==> src/rtl/core/totq_pkg.sv <==
// ---------------------------------------------------------------------------
// Turn queue package
// Shared constants, field types, operation and status codes, and the
// storage request bundle for the ticks-ordered turn queue.
// ---------------------------------------------------------------------------
package totq_pkg;

    // Capacity and derived widths
    localparam int QUEUE_DEPTH = 64;
    localparam int ADDR_W      = $clog2(QUEUE_DEPTH);
    localparam int CNT_W       = $clog2(QUEUE_DEPTH + 1);

    // Beat field widths
    localparam int MODE_W   = 3;
    localparam int ID_W     = 16;
    localparam int TICKS_W  = 16;
    localparam int STATUS_W = 3;
    localparam int COUNT_W  = 7;
    localparam int ENTRY_W  = ID_W + TICKS_W;

    typedef logic [MODE_W-1:0]   mode_t;
    typedef logic [ID_W-1:0]     id_t;
    typedef logic [TICKS_W-1:0]  ticks_t;
    typedef logic [STATUS_W-1:0] status_t;
    typedef logic [COUNT_W-1:0]  count_t;
    typedef logic [CNT_W-1:0]    held_t;
    typedef logic [ADDR_W-1:0]   addr_t;
    typedef logic [ENTRY_W-1:0]  entry_t;

    // Operation codes
    localparam mode_t MODE_INSERT  = 3'd0;
    localparam mode_t MODE_REMOVE  = 3'd1;
    localparam mode_t MODE_POP     = 3'd2;
    localparam mode_t MODE_PEEK    = 3'd3;
    localparam mode_t MODE_ADVANCE = 3'd4;

    // Status codes
    localparam status_t ST_OK        = 3'd0;
    localparam status_t ST_FULL      = 3'd1;
    localparam status_t ST_NOT_FOUND = 3'd2;
    localparam status_t ST_EMPTY     = 3'd3;
    localparam status_t ST_NOT_DUE   = 3'd4;

    // Slot store access bundle: one write and one read port
    typedef struct packed {
        logic   we;
        addr_t  waddr;
        entry_t wdata;
        logic   re;
        addr_t  raddr;
    } ram_req_t;

endpackage

==> src/rtl/core/totq_cmd_if.sv <==
// ---------------------------------------------------------------------------
// Turn queue command channel
// Valid/ready channel carrying one operation beat into the queue.
// ---------------------------------------------------------------------------
interface totq_cmd_if;

    logic              valid;
    logic              ready;
    totq_pkg::mode_t   mode;
    totq_pkg::id_t     entity_id;
    totq_pkg::ticks_t  ticks;

    modport source (output valid, output mode, output entity_id, output ticks,
                    input ready);
    modport sink   (input valid, input mode, input entity_id, input ticks,
                    output ready);

endinterface

==> src/rtl/core/totq_rsp_if.sv <==
// ---------------------------------------------------------------------------
// Turn queue response channel
// Valid/ready channel carrying one result beat out of the queue.
// ---------------------------------------------------------------------------
interface totq_rsp_if;

    logic               valid;
    logic               ready;
    totq_pkg::id_t      head_entity;
    totq_pkg::ticks_t   advanced_ticks;
    totq_pkg::status_t  status;
    totq_pkg::count_t   entry_count;

    modport source (output valid, output head_entity, output advanced_ticks,
                    output status, output entry_count, input ready);
    modport sink   (input valid, input head_entity, input advanced_ticks,
                    input status, input entry_count, output ready);

endinterface

==> src/rtl/core/totq_ram.sv <==
// ---------------------------------------------------------------------------
// Turn queue slot RAM
// Simple dual-port synchronous RAM, one write and one registered read.
// ---------------------------------------------------------------------------
module totq_ram #(
    parameter int DEPTH = 64,
    parameter int WIDTH = 32
) (
    input  logic                     clk,
    input  logic                     we,
    input  logic [$clog2(DEPTH)-1:0] waddr,
    input  logic [WIDTH-1:0]         wdata,
    input  logic                     re,
    input  logic [$clog2(DEPTH)-1:0] raddr,
    output logic [WIDTH-1:0]         rdata
);

    logic [WIDTH-1:0] mem [DEPTH];
    logic [WIDTH-1:0] rdata_reg;

    // Write port
    always_ff @(posedge clk)
    begin
        if (we)
        begin
            mem[waddr] <= wdata;
        end
    end

    // Registered read port
    always_ff @(posedge clk)
    begin
        if (re)
        begin
            rdata_reg <= mem[raddr];
        end
    end

    assign rdata = rdata_reg;

endmodule

==> src/rtl/core/totq_ctrl.sv <==
// ---------------------------------------------------------------------------
// Turn queue sequencer
// Walks the sorted slot RAM one entry per read/evaluate pair to insert,
// remove, pop, peek or advance, and holds the result beat register.
// ---------------------------------------------------------------------------
module totq_ctrl (
    input  logic                clk,
    input  logic                rst_n,
    totq_cmd_if.sink            cmd,
    totq_rsp_if.source          rsp,
    output totq_pkg::ram_req_t  ram_req,
    input  totq_pkg::entry_t    ram_rdata
);

    import totq_pkg::*;

    typedef enum logic [1:0] {
        S_IDLE,
        S_READ,
        S_EVAL,
        S_DONE
    } state_t;

    state_t  state_reg;
    mode_t   op_reg;
    id_t     id_reg;
    ticks_t  tk_reg;
    held_t   idx_reg;
    logic    found_reg;
    ticks_t  adv_reg;
    held_t   held_reg;
    id_t     res_head_reg;
    ticks_t  res_adv_reg;
    status_t res_status_reg;

    logic    rsp_valid_reg;
    id_t     rsp_head_reg;
    ticks_t  rsp_adv_reg;
    status_t rsp_status_reg;
    count_t  rsp_count_reg;

    id_t     rd_ent;
    ticks_t  rd_tk;
    held_t   idx_dec;
    held_t   idx_inc;
    logic    idx_zero;
    logic    last;
    logic    hit;
    ticks_t  sub;

    // Split the read word and derive walk position helpers
    assign rd_ent   = ram_rdata[ENTRY_W-1:TICKS_W];
    assign rd_tk    = ram_rdata[TICKS_W-1:0];
    assign idx_dec  = idx_reg - 1'b1;
    assign idx_inc  = idx_reg + 1'b1;
    assign idx_zero = (idx_reg == '0);
    assign last     = (idx_inc == held_reg);
    assign hit      = (op_reg == MODE_REMOVE) ? (!found_reg && (rd_ent == id_reg))
                                              : idx_zero;
    assign sub      = idx_zero ? rd_tk : adv_reg;

    // Drive slot RAM accesses for the current walk step
    always_comb
    begin
        ram_req       = '0;
        ram_req.raddr = (op_reg == MODE_INSERT) ? idx_dec[ADDR_W-1:0]
                                                : idx_reg[ADDR_W-1:0];
        if (state_reg == S_READ)
        begin
            if ((op_reg == MODE_INSERT) && idx_zero)
            begin
                ram_req.we    = 1'b1;
                ram_req.waddr = '0;
                ram_req.wdata = {id_reg, tk_reg};
            end
            else
            begin
                ram_req.re = 1'b1;
            end
        end
        else if (state_reg == S_EVAL)
        begin
            unique case (op_reg)
                MODE_INSERT:
                begin
                    ram_req.we    = 1'b1;
                    ram_req.waddr = idx_reg[ADDR_W-1:0];
                    ram_req.wdata = (rd_tk > tk_reg) ? ram_rdata : {id_reg, tk_reg};
                end
                MODE_REMOVE, MODE_POP:
                begin
                    ram_req.we    = found_reg;
                    ram_req.waddr = idx_dec[ADDR_W-1:0];
                    ram_req.wdata = ram_rdata;
                end
                MODE_ADVANCE:
                begin
                    ram_req.we    = !(idx_zero && (rd_tk == '0));
                    ram_req.waddr = idx_reg[ADDR_W-1:0];
                    ram_req.wdata = {rd_ent, ticks_t'(rd_tk - sub)};
                end
                default:
                begin
                    ram_req.we = 1'b0;
                end
            endcase
        end
    end

    // Sequencer state, walk registers and result beat register
    always_ff @(posedge clk or negedge rst_n)
    begin
        if (!rst_n)
        begin
            state_reg      <= S_IDLE;
            op_reg         <= MODE_INSERT;
            id_reg         <= '0;
            tk_reg         <= '0;
            idx_reg        <= '0;
            found_reg      <= 1'b0;
            adv_reg        <= '0;
            held_reg       <= '0;
            res_head_reg   <= '0;
            res_adv_reg    <= '0;
            res_status_reg <= ST_OK;
            rsp_valid_reg  <= 1'b0;
            rsp_head_reg   <= '0;
            rsp_adv_reg    <= '0;
            rsp_status_reg <= ST_OK;
            rsp_count_reg  <= '0;
        end
        else
        begin
            // Drop the result beat once taken, unless a new one loads now
            if (rsp.ready && (state_reg != S_DONE))
            begin
                rsp_valid_reg <= 1'b0;
            end

            unique case (state_reg)
                S_IDLE:
                begin
                    if (cmd.valid)
                    begin
                        op_reg       <= cmd.mode;
                        id_reg       <= cmd.entity_id;
                        tk_reg       <= cmd.ticks;
                        found_reg    <= 1'b0;
                        res_head_reg <= '0;
                        res_adv_reg  <= '0;
                        unique case (cmd.mode)
                            MODE_INSERT:
                            begin
                                if (held_reg == held_t'(QUEUE_DEPTH))
                                begin
                                    idx_reg        <= '0;
                                    res_status_reg <= ST_FULL;
                                    state_reg      <= S_DONE;
                                end
                                else
                                begin
                                    idx_reg        <= held_reg;
                                    res_status_reg <= ST_OK;
                                    state_reg      <= S_READ;
                                end
                            end
                            MODE_REMOVE:
                            begin
                                idx_reg <= '0;
                                if (held_reg == '0)
                                begin
                                    res_status_reg <= ST_NOT_FOUND;
                                    state_reg      <= S_DONE;
                                end
                                else
                                begin
                                    res_status_reg <= ST_OK;
                                    state_reg      <= S_READ;
                                end
                            end
                            MODE_POP, MODE_PEEK, MODE_ADVANCE:
                            begin
                                idx_reg <= '0;
                                if (held_reg == '0)
                                begin
                                    res_status_reg <= ST_EMPTY;
                                    state_reg      <= S_DONE;
                                end
                                else
                                begin
                                    res_status_reg <= ST_OK;
                                    state_reg      <= S_READ;
                                end
                            end
                            default:
                            begin
                                idx_reg        <= '0;
                                res_status_reg <= ST_OK;
                                state_reg      <= S_DONE;
                            end
                        endcase
                    end
                end

                S_READ:
                begin
                    // Insert that reached the head writes the new entry at slot 0
                    if ((op_reg == MODE_INSERT) && idx_zero)
                    begin
                        held_reg  <= held_reg + 1'b1;
                        state_reg <= S_DONE;
                    end
                    else
                    begin
                        state_reg <= S_EVAL;
                    end
                end

                S_EVAL:
                begin
                    unique case (op_reg)
                        MODE_INSERT:
                        begin
                            if (rd_tk > tk_reg)
                            begin
                                idx_reg   <= idx_dec;
                                state_reg <= S_READ;
                            end
                            else
                            begin
                                held_reg  <= held_reg + 1'b1;
                                state_reg <= S_DONE;
                            end
                        end
                        MODE_REMOVE, MODE_POP:
                        begin
                            if ((op_reg == MODE_POP) && idx_zero && (rd_tk != '0))
                            begin
                                res_status_reg <= ST_NOT_DUE;
                                state_reg      <= S_DONE;
                            end
                            else
                            begin
                                if (hit)
                                begin
                                    found_reg <= 1'b1;
                                    if (op_reg == MODE_POP)
                                    begin
                                        res_head_reg <= rd_ent;
                                    end
                                end
                                if (last)
                                begin
                                    if (found_reg || hit)
                                    begin
                                        held_reg <= held_reg - 1'b1;
                                    end
                                    else
                                    begin
                                        res_status_reg <= ST_NOT_FOUND;
                                    end
                                    state_reg <= S_DONE;
                                end
                                else
                                begin
                                    idx_reg   <= idx_inc;
                                    state_reg <= S_READ;
                                end
                            end
                        end
                        MODE_PEEK:
                        begin
                            res_head_reg <= rd_ent;
                            state_reg    <= S_DONE;
                        end
                        MODE_ADVANCE:
                        begin
                            if (idx_zero)
                            begin
                                adv_reg     <= rd_tk;
                                res_adv_reg <= rd_tk;
                            end
                            if (last || (idx_zero && (rd_tk == '0)))
                            begin
                                state_reg <= S_DONE;
                            end
                            else
                            begin
                                idx_reg   <= idx_inc;
                                state_reg <= S_READ;
                            end
                        end
                        default:
                        begin
                            state_reg <= S_DONE;
                        end
                    endcase
                end

                S_DONE:
                begin
                    // Hand the result to the beat register once it is free
                    if (!rsp_valid_reg || rsp.ready)
                    begin
                        rsp_valid_reg  <= 1'b1;
                        rsp_head_reg   <= res_head_reg;
                        rsp_adv_reg    <= res_adv_reg;
                        rsp_status_reg <= res_status_reg;
                        rsp_count_reg  <= count_t'(held_reg);
                        state_reg      <= S_IDLE;
                    end
                end

                default:
                begin
                    state_reg <= S_IDLE;
                end
            endcase
        end
    end

    assign cmd.ready          = (state_reg == S_IDLE);
    assign rsp.valid          = rsp_valid_reg;
    assign rsp.head_entity    = rsp_head_reg;
    assign rsp.advanced_ticks = rsp_adv_reg;
    assign rsp.status         = rsp_status_reg;
    assign rsp.entry_count    = rsp_count_reg;

endmodule

==> src/rtl/core/ticks_ordered_turn_queue.sv <==
// ---------------------------------------------------------------------------
// Ticks-ordered turn queue
// Sorted priority queue of entity ids keyed by ticks-to-act, kept in a
// single-port-pair slot RAM and updated by a read/modify/write sequencer.
// ---------------------------------------------------------------------------
//  channel | dir | handshake     | payload
//  --------+-----+---------------+-------------------------------------------------
//  cmd     | in  | valid / ready | mode, entity_id, ticks
//  rsp     | out | valid / ready | head_entity, advanced_ticks, status, entry_count
//
// Each operation walks the slot RAM one entry at a time: a read state, then
// an evaluate state that may write back, as the RAM's read port is registered.
// One operation is in flight at a time; a new beat is taken while the last
// result waits.
// Reset clears the count only; slots are never read before being written.
// ---------------------------------------------------------------------------
module ticks_ordered_turn_queue (
    input  logic        clk,
    input  logic        rst_n,
    totq_cmd_if.sink    cmd,
    totq_rsp_if.source  rsp
);

    import totq_pkg::*;

    ram_req_t ram_req;
    entry_t   ram_rdata;

    // Operation sequencer and result register
    totq_ctrl u_ctrl (
        .clk       (clk),
        .rst_n     (rst_n),
        .cmd       (cmd),
        .rsp       (rsp),
        .ram_req   (ram_req),
        .ram_rdata (ram_rdata)
    );

    // Sorted slot store: entity id over ticks
    totq_ram #(
        .DEPTH (QUEUE_DEPTH),
        .WIDTH (ENTRY_W)
    ) u_ram (
        .clk   (clk),
        .we    (ram_req.we),
        .waddr (ram_req.waddr),
        .wdata (ram_req.wdata),
        .re    (ram_req.re),
        .raddr (ram_req.raddr),
        .rdata (ram_rdata)
    );

endmodule

==> src/flat_wrapper.sv <==
// flat-port wrapper written by rule: the top's interface ports become plain ports
module ticks_ordered_turn_queue_flat import totq_pkg::*;
  (clk, rst_n, cmd_valid, cmd_mode, cmd_entity_id, cmd_ticks, cmd_ready, rsp_valid, rsp_head_entity, rsp_advanced_ticks, rsp_status, rsp_entry_count, rsp_ready);
  totq_cmd_if cmd_i ();
  totq_rsp_if rsp_i ();
  input  logic clk;
  input  logic rst_n;
  input wire logic [$bits(cmd_i.valid)-1:0] cmd_valid;
  input wire logic [$bits(cmd_i.mode)-1:0] cmd_mode;
  input wire logic [$bits(cmd_i.entity_id)-1:0] cmd_entity_id;
  input wire logic [$bits(cmd_i.ticks)-1:0] cmd_ticks;
  output wire logic [$bits(cmd_i.ready)-1:0] cmd_ready;
  output wire logic [$bits(rsp_i.valid)-1:0] rsp_valid;
  output wire logic [$bits(rsp_i.head_entity)-1:0] rsp_head_entity;
  output wire logic [$bits(rsp_i.advanced_ticks)-1:0] rsp_advanced_ticks;
  output wire logic [$bits(rsp_i.status)-1:0] rsp_status;
  output wire logic [$bits(rsp_i.entry_count)-1:0] rsp_entry_count;
  input wire logic [$bits(rsp_i.ready)-1:0] rsp_ready;
  assign cmd_i.valid = cmd_valid;
  assign cmd_i.mode = cmd_mode;
  assign cmd_i.entity_id = cmd_entity_id;
  assign cmd_i.ticks = cmd_ticks;
  assign cmd_ready = cmd_i.ready;
  assign rsp_valid = rsp_i.valid;
  assign rsp_head_entity = rsp_i.head_entity;
  assign rsp_advanced_ticks = rsp_i.advanced_ticks;
  assign rsp_status = rsp_i.status;
  assign rsp_entry_count = rsp_i.entry_count;
  assign rsp_i.ready = rsp_ready;
  ticks_ordered_turn_queue u_core (.clk(clk), .rst_n(rst_n), .cmd(cmd_i), .rsp(rsp_i));
endmodule
==> config.mk <==
export PLATFORM = sky130hd
export DESIGN_NAME = ticks_ordered_turn_queue_flat
export DESIGN_NICKNAME = d
export VERILOG_FILES = /design/src/rtl/core/totq_pkg.sv /design/src/rtl/core/totq_cmd_if.sv /design/src/rtl/core/totq_rsp_if.sv /design/src/rtl/core/totq_ram.sv /design/src/rtl/core/totq_ctrl.sv /design/src/rtl/core/ticks_ordered_turn_queue.sv /design/src/flat_wrapper.sv
export SDC_FILE = /design/constraint.sdc
export NUM_CORES = 2
export LEC_CHECK = 0
export ABC_AREA = 1
export BUFFER_PORTS_ARGS = -buffer_cell sky130_fd_sc_hd__buf_2
export CORE_MARGIN = 1
export CORE_UTILIZATION = 57
export DETAILED_ROUTE_END_ITERATION = 8
export PLACE_DENSITY = 0.76
export SLEW_MARGIN = 25
export SYNTH_ARGS = -nofsm -noshare
export SYNTH_HDL_FRONTEND = slang
export SYNTH_SLANG_ARGS = --single-unit
==> constraint.sdc <==
create_clock -name clk -period 5.25 [get_ports clk]
set_input_delay 0.7875 -clock clk [delete_from_list [all_inputs] [get_ports clk]]
set_output_delay 0.7875 -clock clk [all_outputs]
set_load 0.02 [all_outputs]
==> results.yml <==
status:
  status: "complete, no violations"
synthesis:
  synth_seq_cells: 2226
  syn-num-nets: 8107
  synth-seq-area-share_pct: 71.8
  synth_edf_count: 2080
  synthCells: 8034
  ys_types: 48
  synthArstFlopShare_pct: 6.56
  ys.flop_type: "edfxtp_1"
  synth_area_sq_mm: 0.0920
  yosys_warnings: 0
  syn_avg_cell_area_sq_um: 11.5
finish:
  drive_above_1_share_pct: 8.92
  post-route-cell-area_sq_mm: 0.103
  num-nets-final: 8127
  syn_to_final_growth_pct: 12.1
  largest_reg_flops: 2048
worst_setup_path:
  crit_buf_inv: 3
  cp.depth: 13
  cp-start-kind: "flip-flop"
  crit_slowest_cell: "o211ai_1"
  crit_type: "reg -> reg"
  crit_family: "buffers and inverters"
  crit_path_max_incr_delay_ns: 0.73
  crit_path_max_fanout: 111
  critical_path.cell_chain: "nor2_2 > nand2_2 > inv_4 > ha_4 > inv_8 > buf_12 > nand2_1 > nand3_1 > nand3_1 > nand2_1 > o211ai_1 > nand2_1 > o21a_1"
  worstPathArrival_ns: 5.29
  rr_worst_depth: 13
  r2r-end: "u_core.u_ram.rdata[8]"
  required_ns: 5.87
  end_kind: "flip-flop"
  timing.rr.start: "u_core.u_ctrl.op_reg[1]"
  path_common_cell: "nand2_1"
  cp-startpoint: "u_core.u_ctrl.op_reg[1]"
  endpoint: "u_core.u_ram.rdata[8]"
  worst-r2r-setup-slack_ns: 0.58
pwr:
  power_density_mw_per_mm2: 687
  p_leak_nw: 37.8
  vdd_drop_max_v: 0.000811
global_routing:
  grt_pass1_vias: 61500
  grt_start_max_net_pins: 206
  grtUsageTotal_pct: 31.7
  grt_pass1_wl_um: 383000
  antenna_found_initial: 9
  grt_overflow_total: 0
route:
  drcViolationCount: 0
  ant_nets: 0
  routed_via_density: 6.25
  wire_per_inst_um: 25.1
  wl_met3_um: 32800
  drtIter0Drc: 9886
  met1_length_um: 93000
  drtPass1Iterations: 8
  num_vias: 65000
  routed_wl_um: 261000
  maxUsedRoutingLayer: "met5"
  wl_met2_um: 121000
timing:
  setup_ws_ns: 0.581
  period_share_pct: 88.9
  finalClockSkew_ns: 0.0413
  setup_viol: 0
  hold_viol_final: 0
  slew_violations: 0
  period_minus_slack_ns: 4.67
  relSlewSlack_pct: 22.0
  fin_tns_setup_ns: 0
  worstMarginPinSlew_ns: 1.17
  rsz0062_at_grt: "no"
  fmax_mhz: 214
cts:
  postCtsHoldBufs: 0
  max-clock-path-buffers: 3
  cts_setup_buffers: 0
  cts.clk_slew.worst_paths_ns: 0.07
  clkSinkCount: 2226
  cts_tree: "yes"
  worst_skew_pair.late_latency_ns: 0.88
  cts-resized-gates: 0
  clockRootBuffer: "clkbuf_16"
  cts_buffers: 209
  h-tree-depth: 4
placement:
  pre_cts_slack_ns: 0.758
  place_congestion: 0.962
  dp_hpwl_um: 142000
  place_area_sq_mm: 0.0964
  port_buffers: 82
floorplan:
  fp.coreArea_sq_mm: 0.160
  io_pins: 83
  start_util_pct: 57.4
  rows: 147
  die-height_um: 404
  die_w_um: 404
  dieArea_sq_mm: 0.163
run:
  cap_violations: 0
min_path:
  hp-class: "in -> async"
how the worst min path moves through the flow:
| stage | from | end | depth (start not counted) |
|---|---|---|---|
| 3_3_place_gp | u_core.u_ctrl.adv_reg[1] | u_core.u_ctrl.adv_reg[1] | 2 |
| 6_report | rst_n | u_core.u_ctrl.rsp.advanced_ticks[0] | 1 |
| 5_1_grt | rst_n | u_core.u_ctrl.rsp.advanced_ticks[0] | 1 |
| 4_1_cts | rst_n | u_core.u_ctrl.rsp.advanced_ticks[0] | 1 |
| 2_1_floorplan | u_core.u_ctrl.adv_reg[1] | u_core.u_ctrl.adv_reg[1] | 2 |
| 3_5_place_dp | u_core.u_ctrl.res_head_reg[8] | u_core.u_ctrl.res_head_reg[8] | 2 |
power breakdown:
part           switching [mW]  internal [mW]
clock network            6.57           8.25
registers               0.720           22.0
logic                    24.6           8.71
Yosys cell counts, types with 2 or more instances:
| master | n | area [sq um] |
|---|---|---|
| buf_1 | 18 | 67.6 |
| buf_4 | 2 | 15.0 |
| nand2_1 | 2479 | 9310 |
| o21a_1 | 21 | 158 |
| nand2_2 | 3 | 18.8 |
| mux2_2 | 19 | 214 |
| edfxtp_1 | 2080 | 62500 |
| ha_1 | 33 | 413 |
| nand3_1 | 1772 | 8870 |
| o21ai_0 | 213 | 1070 |
| inv_1 | 179 | 672 |
| nor3_1 | 11 | 55.1 |
| or2_2 | 4 | 25.0 |
| nor2_2 | 3 | 18.8 |
| dfrtp_1 | 146 | 3650 |
| xnor2_1 | 3 | 26.3 |
| o21bai_1 | 2 | 15.0 |
| nand3b_1 | 5 | 37.5 |
| a211oi_1 | 2 | 15.0 |
| a21oi_1 | 142 | 711 |
| nand4_1 | 13 | 81.3 |
| o31ai_1 | 17 | 128 |
| buf_2 | 170 | 851 |
| o21ai_1 | 28 | 140 |
| o22ai_1 | 23 | 144 |
| nor2_1 | 210 | 788 |
| xor2_1 | 19 | 166 |
| o21ai_2 | 4 | 35.0 |
| nor4_1 | 7 | 43.8 |
| a31oi_1 | 14 | 87.6 |
| o211ai_1 | 57 | 428 |
| clkinv_1 | 5 | 18.8 |
| clkbuf_1 | 307 | 1150 |
| inv_2 | 9 | 33.8 |
per-stage QoR:
step	std cells	power (mW)	hold slack (ns)	utilization (%)
after floorplan	8034	43.5	0.446	-
after global placement	9999	54.4	0.462	60.1
after detailed placement	10000	55.1	0.466	60.1
after CTS	10400	70.0	0.0832	64.2
after global routing	10400	73.9	0.0927	64.3
final	10400	70.9	0.0168	64.3
layout by cell type, fill, tap and decap left out, drive strengths merged, types with 2 or more instances in the layout:
| master | n |
|---|---|
| o31ai | 17 |
| nand3 | 1773 |
| or2 | 4 |
| mux2 | 19 |
| xor2 | 19 |
| a211oi | 2 |
| o21ai | 246 |
| a31oi | 14 |
| clkinvlp | 3 |
| nand4 | 13 |
| dfrtp | 146 |
| nand2 | 2482 |
| nor2 | 213 |
| nor4 | 7 |
| diode | 4 |
| nand3b | 5 |
| nor3 | 11 |
| buf | 305 |
| xnor2 | 3 |
| clkinv | 97 |
| edfxtp | 2080 |
| o21bai | 2 |
| clkbuf | 266 |
| a21oi | 142 |
| bufinv | 17 |
| ha | 33 |
| o21a | 21 |
| o22ai | 23 |
| inv | 197 |
| o211ai | 57 |
kinds of logic (layout without fill, tap and decap cells):
group | after synthesis | in the layout | share of synthesized area [%]
flops | 2226 | 2226 | 71.8
mux | 20 | 20 | 0.243
buf+inv | 691 | 885 | 3.06
xor+xnor | 22 | 22 | 0.209
other cells | 0 | 4 | 0
fa+ha+maj | 34 | 34 | 0.470
simple gates | 4510 | 4510 | 20.9
compound gates | 531 | 531 | 3.26
layout make-up:
type	count	area, sq um
Multi-Input combinational cell	5117	24000
Fill cell	11500	57200
Antenna cell	4	10.0
Timing Repair Buffer	306	2930
Inverter	194	758
Tap cell	2160	2700
Sequential cell	2226	66100
Clock inverter	120	1170
Clock buffer	265	5490
per-layer routing:
metal | vias to the layer above | GRT usage [%]
met3 | 730 | 6.94
met5 | - | 0
met1 | 31300 | 41.8
met2 | 4588 | 49.6
met4 | 10 | 16.4
li1 | 28400 | -
Note: power is estimated with default switching activity, not from simulation.
